<file path="src/design/shdr_ram.sv">
// Generic simple dual-port RAM: one write port, one read port, registered read.
// No dependencies.
`default_nettype none

module shdr_ram #(
    parameter int DEPTH = 64,
    parameter int WIDTH = 8
) (
    input  wire logic                     clk,
    input  wire logic                     we,
    input  wire logic [$clog2(DEPTH)-1:0] waddr,
    input  wire logic [WIDTH-1:0]         wdata,
    input  wire logic                     re,
    input  wire logic [$clog2(DEPTH)-1:0] raddr,
    output      logic [WIDTH-1:0]         rdata
);

    logic [WIDTH-1:0] mem [DEPTH];

    always_ff @(posedge clk)
    begin
        if (we)
        begin
            mem[waddr] <= wdata;
        end
    end

    always_ff @(posedge clk)
    begin
        if (re)
        begin
            rdata <= mem[raddr];
        end
    end

endmodule

`default_nettype wire

</file>
<file path="config.mk">
export PLATFORM = sky130hd
export DESIGN_NAME = shdr_ram
export DESIGN_NICKNAME = d
export VERILOG_FILES = /design/src/design/shdr_ram.sv
export SDC_FILE = /design/constraint.sdc
export NUM_CORES = 1
export LEC_CHECK = 0
export ABC_AREA = 0
export BUFFER_PORTS_ARGS = -buffer_cell sky130_fd_sc_hd__buf_2
export CAP_MARGIN = 20
export CORE_ASPECT_RATIO = 0.7
export CORE_MARGIN = 4
export CORE_UTILIZATION = 33
export DETAILED_ROUTE_END_ITERATION = 12
export GPL_TIMING_DRIVEN = 0
export PLACE_DENSITY = 0.57
export SLEW_MARGIN = 10
export SYNTH_ARGS = -nofsm -noshare
export SYNTH_HDL_FRONTEND = slang
export SYNTH_SLANG_ARGS = --single-unit
</file>
<file path="constraint.sdc">
create_clock -name clk -period 6 [get_ports clk]
set_input_delay 0.9 -clock clk [delete_from_list [all_inputs] [get_ports clk]]
set_output_delay 0.9 -clock clk [all_outputs]
set_load 0.01 [all_outputs]
</file>
==> results of run 1 <==
[critical path, delay by kind of cell]
family,cells,cell delay (ns)
buffers and inverters,3,1.42
multiplexers,2,0.90
AO/OA/AOI/OAI,1,0.19
AND/OR/NAND/NOR,2,0.31
[logic make-up (layout without fill, tap and decap cells)]
kind of cell	count (synthesis)	after routing	share of synthesized area
compound gates	54	54	0.0206
buf+inv	51	161	0.0156
flops	520	520	0.771
mux	162	162	0.159
other cells	0	1	0
simple gates	153	153	0.0337
[flip-flops by register name, summed over array words and instances (netlist names)]
signal and cells:
rdata 8, mem 512
[final timing paths]
path | startpoint | endpoint | slack [ns] | cells past startpoint
worst max register to register | mem[24][4] | rdata[4] | 3.56 | 5
worst min-delay path | wdata[7] | mem[58][7] | 0.75 | 1
worst max-delay path | raddr[1] | rdata[4] | 2.49 | 8
worst min register to register | mem[46][3] | rdata[3] | 1.04 | 5
[cells in the mapped netlist (all sizes together)]
cell and number:
edfxtp 520, mux4 126, nor2 83, buf 34, mux2i 23, nand2 19, clkbuf 17, nor2b 14
mux2 13, nand3 13, o221ai 8, o22ai 8, nand2b 7, nor3 7, a221oi 6, a211oi 4
o21ai 4, a21oi 3, a22oi 3, nand3b 3, o2111ai 3, o2bb2ai 3, a2111oi 2, nand4 2
nor4 2, o21a 2, o221a 2, o32ai 2, o41ai 2, a31oi 1, and2 1, nand4b 1
o311ai 1, or3 1
[power groups by stage]
stage                     Combinational, mW  Clock (mW)  Sequential (mW)
after floorplan                       0.214           0             4.11
after global placement                0.403           0             4.12
after detailed placement              0.416           0             4.11
after CTS                             0.418        3.03             4.04
after global routing                  0.445        3.19             4.03
final                                 0.420        2.98             4.03
[metal layers]
layer  share of wire  global-route usage  up-vias  wire [um]
li1                -                   -     4093          -
met1            0.46               0.239     5313      23900
met2            0.41               0.212      469      21100
met3            0.11              0.0561       69       5640
met4           0.018              0.0303        0        903
met5               0                   0        -          0
[layout make-up]
class / instances / share of cell area
sequential: 520 / 0.679
multi-input combinational: 369 / 0.188
clock buffer: 57 / 0.0546
tap: 808 / 0.0439
buffer: 51 / 0.0138
timing repair buffer: 30 / 0.0107
clock inverter: 23 / 0.0102
antenna: 1 / 0.000109
[cell usage in the layout (no fill, tap or decap), drive strengths merged, types with 14 or more instances in the layout]
cell type    n
mux4       126
edfxtp     520
nor2b       14
nor2        83
mux2i       23
clkbuf      76
clkinv      18
nand2       19
buf         62
==> out/qor.csv, run 1 <==
stage,metric,value,unit
critical_path,cp-start-kind,primary input,
sta,holdWs,0.753,ns
finish,stdcell_area,0.0230,mm^2
synthesis,synthCells,940,
critical_path,critPathRequiredTime,6.23,ns
global_routing,grt_pass1_wl,73200,um
routing,vias_per_cell,5.35,
sta,setup_slack,2.49,ns
flow_run,drv_cap,0,
sta,worst_pin_slew,1.15,ns
routing,num_vias,9944,
clock_network,root_buffer,clkbuf_16,
routing,final_antenna_net_count,0,
pwr,clkPwrFrac,0.401,
clock_network,htreeDepth,2,
routing,wirelength,51500,um
placement,place.gp.congestion,0.837,
finish,area_delta_synth_final,13.6,%
pwr,comb_power_share,0.057,
synthesis,yosysSeqAreaShare,0.771,
finish,nets,1042,
pwr,peakVddDrop,0.232,mV
placement,hpwl,34500,um
critical_path,cp_slowest_cell,buf_1,
clock_network,cts_resized,0,
placement,portBuffers,22,
critical_path,worst_path_most_repeated_cell,nand3_1,
global_routing,grt_antenna_before_repair,1,
floorplan,dieArea,0.0654,mm^2
synthesis,synth.area.top_cells,"edfxtp_1 77%, mux4_2 14%, nor2_1 1.5%",
routing,drt_iter0_markers,1229,
synthesis,synth.avg_cell_area,21.5,um^2
synthesis,synth_area,0.0202,mm^2
routing,drt-pass1-iter-count,5,
critical_path,critPathMaxFanout,10,
sta,drv_slew,0,
floorplan,pin_count,31,
clock_network,worstSkewPairLatency,0.56,ns
finish,n_fill_cell,5388,
floorplan,core_area,0.0603,mm^2
clock_network,ctsLongestPathBuffers,3,
clock_network,post_cts_buffers,0,
critical_path,cp_cell_sequence,"buf_4, buf_2, buf_1, mux4_2, mux2i_1, nand3_1, nand3_1, o32ai_1",
placement,placed_cell_area,0.0215,mm^2
pwr,p_seq_frac,0.543,
routing,wire_per_inst,27.7,um
sta,rsz0062_at_grt,false,
sta,finalClockSkew,0.0178,ns
synthesis,yosysWarnings,0,
floorplan,start_util,0.336,
synthesis,yosys.area.top_type,edfxtp_1,
outcome,status,"finished, final reports clean",
placement,dpl.cell_count,1775,
clock_network,cts-hold-fix-buffers,0,
placement,dp_slack,1.99,ns
synthesis,synth_cell_types,39,
global_routing,grt_use_total,0.155,
clock_network,clk_pin_slew_worst_paths,0.07,ns
clock_network,numCtsBuffers,47,
min_path,hold_class,in -> reg,
sta,fin_tns_setup,0,ns
finish,final_cells,1859,
clock_network,clock_sink_count,520,
synthesis,netlist.area_leader.share,0.771,
pwr,p_switching,1.56,mW
floorplan,fp.dieW,304,um
synthesis,ys_ff_latch,520,
synthesis,syn_nets,963,
critical_path,worstSetupEndpointType,flip-flop,
floorplan,die_h,215,um
pwr,p_int,5.87,mW
global_routing,grt_max_degree,65,
critical_path,cp.arrival,3.74,ns
finish,layout-drive-gt1-share,0.254,
sta,hold_violations,0,
floorplan,rows,75,
sta,post-route-period-util,0.585,
global_routing,gr-total-overflow,0,
pwr,power.density,323,mW/mm^2
critical_path,worstSetupPathType,in -> reg,
sta,fmax,285,MHz
sta,slew_headroom,0.232,
finish,postLayoutCoreUtil,0.381,
sta,period_needed,3.51,ns
pwr,sw_frac_of_total,0.210,
finish,multi_input_area,0.00433,mm^2
routing,drc,0,
finish,register_area,0.0156,mm^2
global_routing,grt_pass1_vias,9859,
critical_path,slowest_delay,0.84,ns
clock_network,cts_tree,done,
pwr,power,7.43,mW
sta,report.final.setup_viol,0,
pwr,p_leak,7.03,nW
Note: power is estimated with default switching activity, not from simulation.
==> run 2: changes to the inputs <==
- ABC_AREA: 0 -> 1
- PLACE_DENSITY: 0.57 -> 0.59
- clock period: 6 -> 2.9 ns (I/O delays scaled with it)
==> run 2 against run 1 <==
Against the previous run: synthesized area grew 5.8%; final area up 5.8%; worst hold slack got worse by 0.50 ns; flip-flop and latch count stayed put.
==> out/qor.csv, run 2 <==
stage,metric,value,unit,change
outcome,status,"finished, final reports clean",,unchanged
pwr,p_leak,8.64,nW,was 7.03 nW
critical_path,cp.arrival,2.92,ns,was 3.74 ns
floorplan,pin_count,31,,unchanged
routing,wirelength,65800,um,was 51500 um
sta,rsz0062_at_grt,false,,unchanged
synthesis,ys_ff_latch,520,,unchanged
pwr,power,15.9,mW,was 7.43 mW
placement,hpwl,45600,um,was 34500 um
pwr,power.density,652,mW/mm^2,was 323 mW/mm^2
finish,stdcell_area,0.0243,mm^2,was 0.0230 mm^2
pwr,peakVddDrop,0.484,mV,was 0.232 mV
global_routing,grt_antenna_before_repair,5,,was 1
clock_network,root_buffer,clkbuf_16,,unchanged
global_routing,grt_max_degree,65,,unchanged
floorplan,rows,77,,was 75
global_routing,grt_use_total,0.186,,was 0.155
sta,period_needed,2.73,ns,
clock_network,clk_pin_slew_worst_paths,0.07,ns,about the same
sta,setup_slack,0.173,ns,was 2.49 ns
synthesis,synth_edf_count,520,,unchanged
finish,final_cell_mix,"648 x nand2_1, 520 x edfxtp_1, 439 x nand3_1, 55 x nor2_1, 54 x buf_2",,"was 520 x edfxtp_1, 126 x mux4_2, 83 x nor2_1, 49 x clkbuf_16, 31 x buf_2"
clock_network,cts_tree,done,,unchanged
clock_network,cts_resized,0,,unchanged
floorplan,dieArea,0.0691,mm^2,was 0.0654 mm^2
floorplan,fp.dieW,313,um,was 304 um
clock_network,clock_sink_count,520,,unchanged
placement,placed_cell_area,0.0228,mm^2,was 0.0215 mm^2
synthesis,synth_area,0.0214,mm^2,was 0.0202 mm^2
global_routing,grt_pass1_vias,13599,,was 9859
critical_path,critPathRequiredTime,3.09,ns,was 6.23 ns
critical_path,worstSetupPathType,in -> reg,,unchanged
flow_run,drv_cap,0,,unchanged
sta,hold_violations,0,,unchanged
routing,wire_per_inst,23.5,um,was 27.7 um
clock_network,htreeDepth,2,,unchanged
global_routing,grt_pass1_wl,94300,um,was 73200 um
synthesis,yosysMostFrequentCell,nand2_1,,was edfxtp_1
synthesis,netlist.area_leader.share,0.729,,was 0.771
synthesis,synthCells,1805,,was 940
synthesis,yosysSeqAreaShare,0.729,,was 0.771
placement,place.gp.congestion,0.981,,was 0.837
finish,nets,1911,,was 1042
synthesis,yosysWarnings,0,,unchanged
sta,finalClockSkew,0.0277,ns,was 0.0178 ns
synthesis,synth.area.top_cells,"edfxtp_1 73%, nand2_1 11%, nand3_1 10%",,"was edfxtp_1 77%, mux4_2 14%, nor2_1 1.5%"
sta,post-route-period-util,0.940,,
critical_path,cp-start-kind,primary input,,unchanged
placement,portBuffers,22,,unchanged
finish,area_delta_synth_final,13.6,%,about the same
critical_path,worstSetupEndpointType,flip-flop,,unchanged
sta,drv_slew,0,,unchanged
sta,slew_headroom,0.235,,was 0.232
finish,largest_reg_flops,512,,unchanged
finish,regMostFlops,mem,,unchanged
clock_network,post_cts_buffers,0,,unchanged
critical_path,critPathMaxFanout,9,,was 10
synthesis,synth_cell_types,15,,was 39
global_routing,gr-total-overflow,0,,unchanged
synthesis,synth.avg_cell_area,11.9,um^2,was 21.5 um^2
floorplan,start_util,0.336,,about the same
synthesis,syn_nets,1828,,was 963
placement,dp_slack,-0.303,ns,was 1.99 ns
floorplan,core_area,0.0637,mm^2,was 0.0603 mm^2
sta,fin_tns_setup,0,ns,unchanged
routing,drt-pass1-iter-count,6,,was 5
finish,layout-drive-gt1-share,0.104,,was 0.254
min_path,hold_class,in -> reg,,unchanged
synthesis,synth_ff_type,edfxtp_1,,unchanged
sta,fmax,367,MHz,
sta,report.final.setup_viol,0,,unchanged
clock_network,ctsLongestPathBuffers,3,,unchanged
sta,worst_pin_slew,1.14,ns,was 1.15 ns
finish,reg_top3,"mem x512, rdata x8",,unchanged
synthesis,async_flop_share,0,,unchanged
routing,num_vias,14774,,was 9944
routing,drt_iter0_markers,2255,,was 1229
routing,final_antenna_net_count,0,,unchanged
clock_network,worstSkewPairLatency,0.59,ns,was 0.56 ns
routing,drc,0,,unchanged
routing,vias_per_cell,5.28,,was 5.35
floorplan,die_h,221,um,was 215 um
synthesis,synth_commonest_cells,"648 x nand2_1, 520 x edfxtp_1, 439 x nand3_1",,"was 520 x edfxtp_1, 126 x mux4_2, 83 x nor2_1"
synthesis,yosys.area.top_type,edfxtp_1,,unchanged
finish,final_common_cell,nand2_1,,was edfxtp_1
clock_network,cts-hold-fix-buffers,0,,unchanged
clock_network,numCtsBuffers,48,,was 47
run 2: cell types whose count changed after synthesis, sizes merged, moves of 8 or more:
cell / delta
buf: +64
inv: +12
mux2: -13
mux2i: -23
mux4: -126
nand2: +629
nand3: +426
nor2: -27
nor2b: -14
o221ai: -8
o22ai: -8
run 2: cell families after synthesis:
logic type | Yosys count | share of synthesized area
DFF | 520 | 0.729
and+or+nand+nor | 1160 | 0.231
buffers and inverters | 125 | 0.0401
run 2: per-layer routing:
metal  vias to the layer above  GRT usage  routed length, um
li1                       6529          -                  -
met1                      7342      0.298              30500
met2                       821      0.246              25600
met3                        80     0.0590               8760
met4                         2     0.0295                877
met5                         -          0                 18
run 2: critical path, cell delays in order:
cell      delay [ns]
clkbuf_1        0.27
inv_1           0.41
nand4_1         0.72
nor2_1          1.06
run 2: cell type report:
cell class,instances,area (um^2)
fillers,6118,39300
flip-flops and latches,520,15600
multi-input cells,1160,5000
clock buffers,65,1310
well taps,869,1090
plain buffers,113,808
clock inverters,25,240
repair buffers,33,230
inverters,12,50.0
diodes,2,5.00
run 2: path summary, 6_finish.rpt:
path | from | to | slack, ns | cells past startpoint
worst max-delay path | waddr[0] | mem[12][1] | 0.17 | 4
worst min-delay path | re | rdata[1] | 0.25 | 1
worst max register to register | mem[51][3] | rdata[3] | 1.21 | 8
worst min register to register | mem[10][7] | rdata[7] | 0.94 | 8
run 2: report_power, final:
part           total (mW)  leakage (nW)  switching (mW)  internal, mW
combinational        1.17          3.21           0.881         0.287
sequential           8.35          4.69          0.0206          8.33
clock                6.36         0.750            2.82          3.54
total                15.9          8.64            3.72          12.2
run 2: through the flow:
| step | cells | util | hold WS, ns |
|---|---|---|---|
| after floorplan | 1805 | - | 0.534 |
| after global placement | 2696 | 0.355 | 0.826 |
| after detailed placement | 2706 | 0.358 | 0.836 |
| after CTS | 2796 | 0.382 | 0.223 |
| after global routing | 2797 | 0.382 | 0.241 |
| final | 2799 | 0.382 | 0.252 |
==> run 3: changes to the inputs <==
- ABC_AREA: 1 -> unset
- CELL_PAD_IN_SITES_DETAIL_PLACEMENT: unset -> 0
- CELL_PAD_IN_SITES_GLOBAL_PLACEMENT: unset -> 1
- GPL_TIMING_DRIVEN: 0 -> unset
- PLACE_DENSITY: 0.59 -> 0.63
==> run 3 against run 2 <==
Against the previous run: sequential share of layout area is 1.3 points higher; clock power down 3%; maximum frequency rose by 21%; count of clock-buffer cells in the layout fell by 2; register-to-register slack worse by 0.47 ns; clock skew is 0.0081 ns lower; die area decreased by 5.3%; utilization grew 1.3 points; via count decreased by 31%; final area is 2.0% lower; total power shrank 2.8%; critical endpoint is now rdata[0]; highest routed layer unchanged.
==> out/qor.csv, run 3 (synthesis gave the netlist of run 1 again) <==
stage,metric,value,unit,change
finish,layout-drive-gt1-share,0.325,,was 0.104
critical_path,reg2reg_depth,5,,was 8
sta,drv_slew,0,,unchanged
placement,portBuffers,30,,was 22
routing,drt-pass1-iter-count,5,,was 6
global_routing,gr-total-overflow,0,,unchanged
floorplan,fp.dieW,304,um,was 313 um
placement,placed_cell_area,0.0223,mm^2,was 0.0228 mm^2
global_routing,grt_pass1_wl,74600,um,was 94300 um
routing,wire_per_inst,26.0,um,was 23.5 um
clock_network,worstSkewPairLatency,0.57,ns,was 0.59 ns
critical_path,cp_num_cells,8,,was 4
finish,register_area,0.0156,mm^2,unchanged
floorplan,start_util,0.336,,about the same
routing,drt_iter0_markers,1129,,was 2255
sta,period_needed,2.26,ns,was 2.73 ns
finish,final_common_cell,edfxtp_1,,was nand2_1
sta,post-route-period-util,0.778,,was 0.940
finish,final_cell_mix,"520 x edfxtp_1, 126 x mux4_2, 124 x buf_4, 83 x nor2_1, 51 x clkbuf_16",,"was 648 x nand2_1, 520 x edfxtp_1, 439 x nand3_1, 55 x nor2_1, 54 x buf_2"
critical_path,slowest_delay,0.48,ns,was 1.06 ns
finish,multi_input_area,0.00432,mm^2,was 0.00500 mm^2
critical_path,critPathMaxFanout,19,,was 9
critical_path,worstSetupPathType,in -> reg,,unchanged
sta,finalClockSkew,0.0196,ns,was 0.0277 ns
global_routing,grt_pass1_vias,10299,,was 13599
critical_path,cp_slowest_cell,mux4_2,,was nor2_1
flow_run,drv_cap,0,,unchanged
finish,final_cells,1953,,was 2799
placement,place.gp.congestion,0.816,,was 0.981
routing,drc,0,,unchanged
routing,wirelength,50800,um,was 65800 um
sta,worst_pin_slew,0.814,ns,was 1.14 ns
finish,stdcell_area,0.0238,mm^2,was 0.0243 mm^2
sta,report.final.setup_viol,0,,unchanged
critical_path,cp-start-kind,primary input,,unchanged
finish,area_delta_synth_final,17.8,%,was 13.6%
outcome,status,"finished, final reports clean",,unchanged
global_routing,grt_antenna_before_repair,3,,was 5
placement,dpl.cell_count,1864,,was 2706
clock_network,root_buffer,clkbuf_16,,unchanged
min_path,hold_class,in -> reg,,unchanged
floorplan,core_area,0.0603,mm^2,was 0.0637 mm^2
clock_network,clock_sink_count,520,,unchanged
routing,final_antenna_net_count,0,,unchanged
critical_path,cp.arrival,2.57,ns,was 2.92 ns
finish,largest_reg_flops,512,,unchanged
routing,vias_per_cell,5.20,,was 5.28
clock_network,cts_resized,0,,unchanged
sta,fmax,443,MHz,was 367 MHz
finish,nets,1130,,was 1911
floorplan,dieArea,0.0654,mm^2,was 0.0691 mm^2
sta,fin_tns_setup,0,ns,unchanged
clock_network,cts_tree,done,,unchanged
clock_network,htreeDepth,2,,unchanged
clock_network,ctsLongestPathBuffers,3,,unchanged
floorplan,pin_count,31,,unchanged
pwr,peakVddDrop,0.428,mV,was 0.484 mV
floorplan,rows,75,,was 77
finish,reg_top3,"mem x512, rdata x8",,unchanged
finish,n_fill_cell,5406,,was 6118
critical_path,worst_path_most_repeated_cell,mux4_2,,
clock_network,clk_pin_slew_worst_paths,0.06,ns,was 0.07 ns
finish,antenna_cells,0,,was 2
clock_network,post_cts_buffers,0,,unchanged
floorplan,die_h,215,um,was 221 um
global_routing,grt_use_total,0.155,,was 0.186
critical_path,critical-path-top-delay-family,multiplexers,,was simple AND/OR/NAND/NOR gates
pwr,p_leak,7.60,nW,was 8.64 nW
min_path,min_path_cells,1,,unchanged
placement,hpwl,33100,um,was 45600 um
critical_path,worstSetupEndpointType,flip-flop,,unchanged
pwr,power.density,647,mW/mm^2,was 652 mW/mm^2
critical_path,cp_cell_sequence,"clkbuf_8, buf_12, buf_4, mux4_2, mux4_2, nor2_1, nor3_1, o2bb2ai_1",,"was clkbuf_1, inv_1, nand4_1, nor2_1"
sta,slew_headroom,0.455,,was 0.235
sta,hold_violations,0,,unchanged
clock_network,cts-hold-fix-buffers,0,,unchanged
clock_network,numCtsBuffers,49,,was 48
sta,rsz0062_at_grt,false,,unchanged
finish,regMostFlops,mem,,unchanged
global_routing,grt_max_degree,65,,unchanged
critical_path,path_buf_inv,3,,was 2
critical_path,critPathRequiredTime,3.22,ns,was 3.09 ns
routing,num_vias,10146,,was 14774
## run 3: cell types whose count changed in the layout (fill, tap and decap cells not counted), sizes merged, moves of 8 or more
| cell | delta |
|---|---|
| mux2 | +13 |
| o22ai | +8 |
| buf | +35 |
| inv | -10 |
| clkbuf | -16 |
| nand2 | -629 |
| mux4 | +126 |
| nor2 | +27 |
| nor2b | +14 |
| o221ai | +8 |
| mux2i | +23 |
| nand3 | -426 |
## run 3: final timing paths
kind / slack (ns) / start / to
min reg2reg: 0.91 / mem[23][0] / rdata[0]
max reg2reg: 0.74 / mem[7][2] / rdata[2]
max: 0.64 / raddr[0] / rdata[0]
min: 0.28 / re / rdata[5]
## run 3: layout make-up
cell class,count,area share
flip-flops and latches,520,0.655
multi-input cells,369,0.181
repair buffers,167,0.0579
clock buffers,63,0.0554
well taps,808,0.0424
clock inverters,26,0.00845
## run 3: worst reg2reg max path, stage by stage, from the launching register on
cell,delay (ns)
edfxtp_1,0.40
mux4_2,0.49
mux4_2,0.46
nor2_1,0.30
nor3_1,0.12
o2bb2ai_1,0.16
## run 3: per-layer routing
layer | up-vias | global-route usage | routed length [um]
met5 | - | 0 | 13
met4 | 2 | 0.0238 | 577
met3 | 54 | 0.0383 | 4770
met1 | 5394 | 0.249 | 24100
li1 | 4277 | - | -
met2 | 419 | 0.216 | 21300
## run 3: per-stage QoR
stage	hold slack (ns)	utilization	worst slack (ns)	power, mW
5_1_grt	0.249	0.395	0.578	16.0
3_5_place_dp	0.844	0.370	0.0961	9.41
6_report	0.282	0.395	0.643	15.4
2_1_floorplan	0.534	-	0.659	8.95
4_1_cts	0.236	0.395	0.702	15.6
3_3_place_gp	0.846	0.370	0.104	9.39
## run 3: power breakdown
group          switching (mW)  internal (mW)  leakage (nW)
Sequential             0.0295           8.33          4.69
Clock                    2.72           3.48         0.744
Combinational           0.524          0.353          2.17
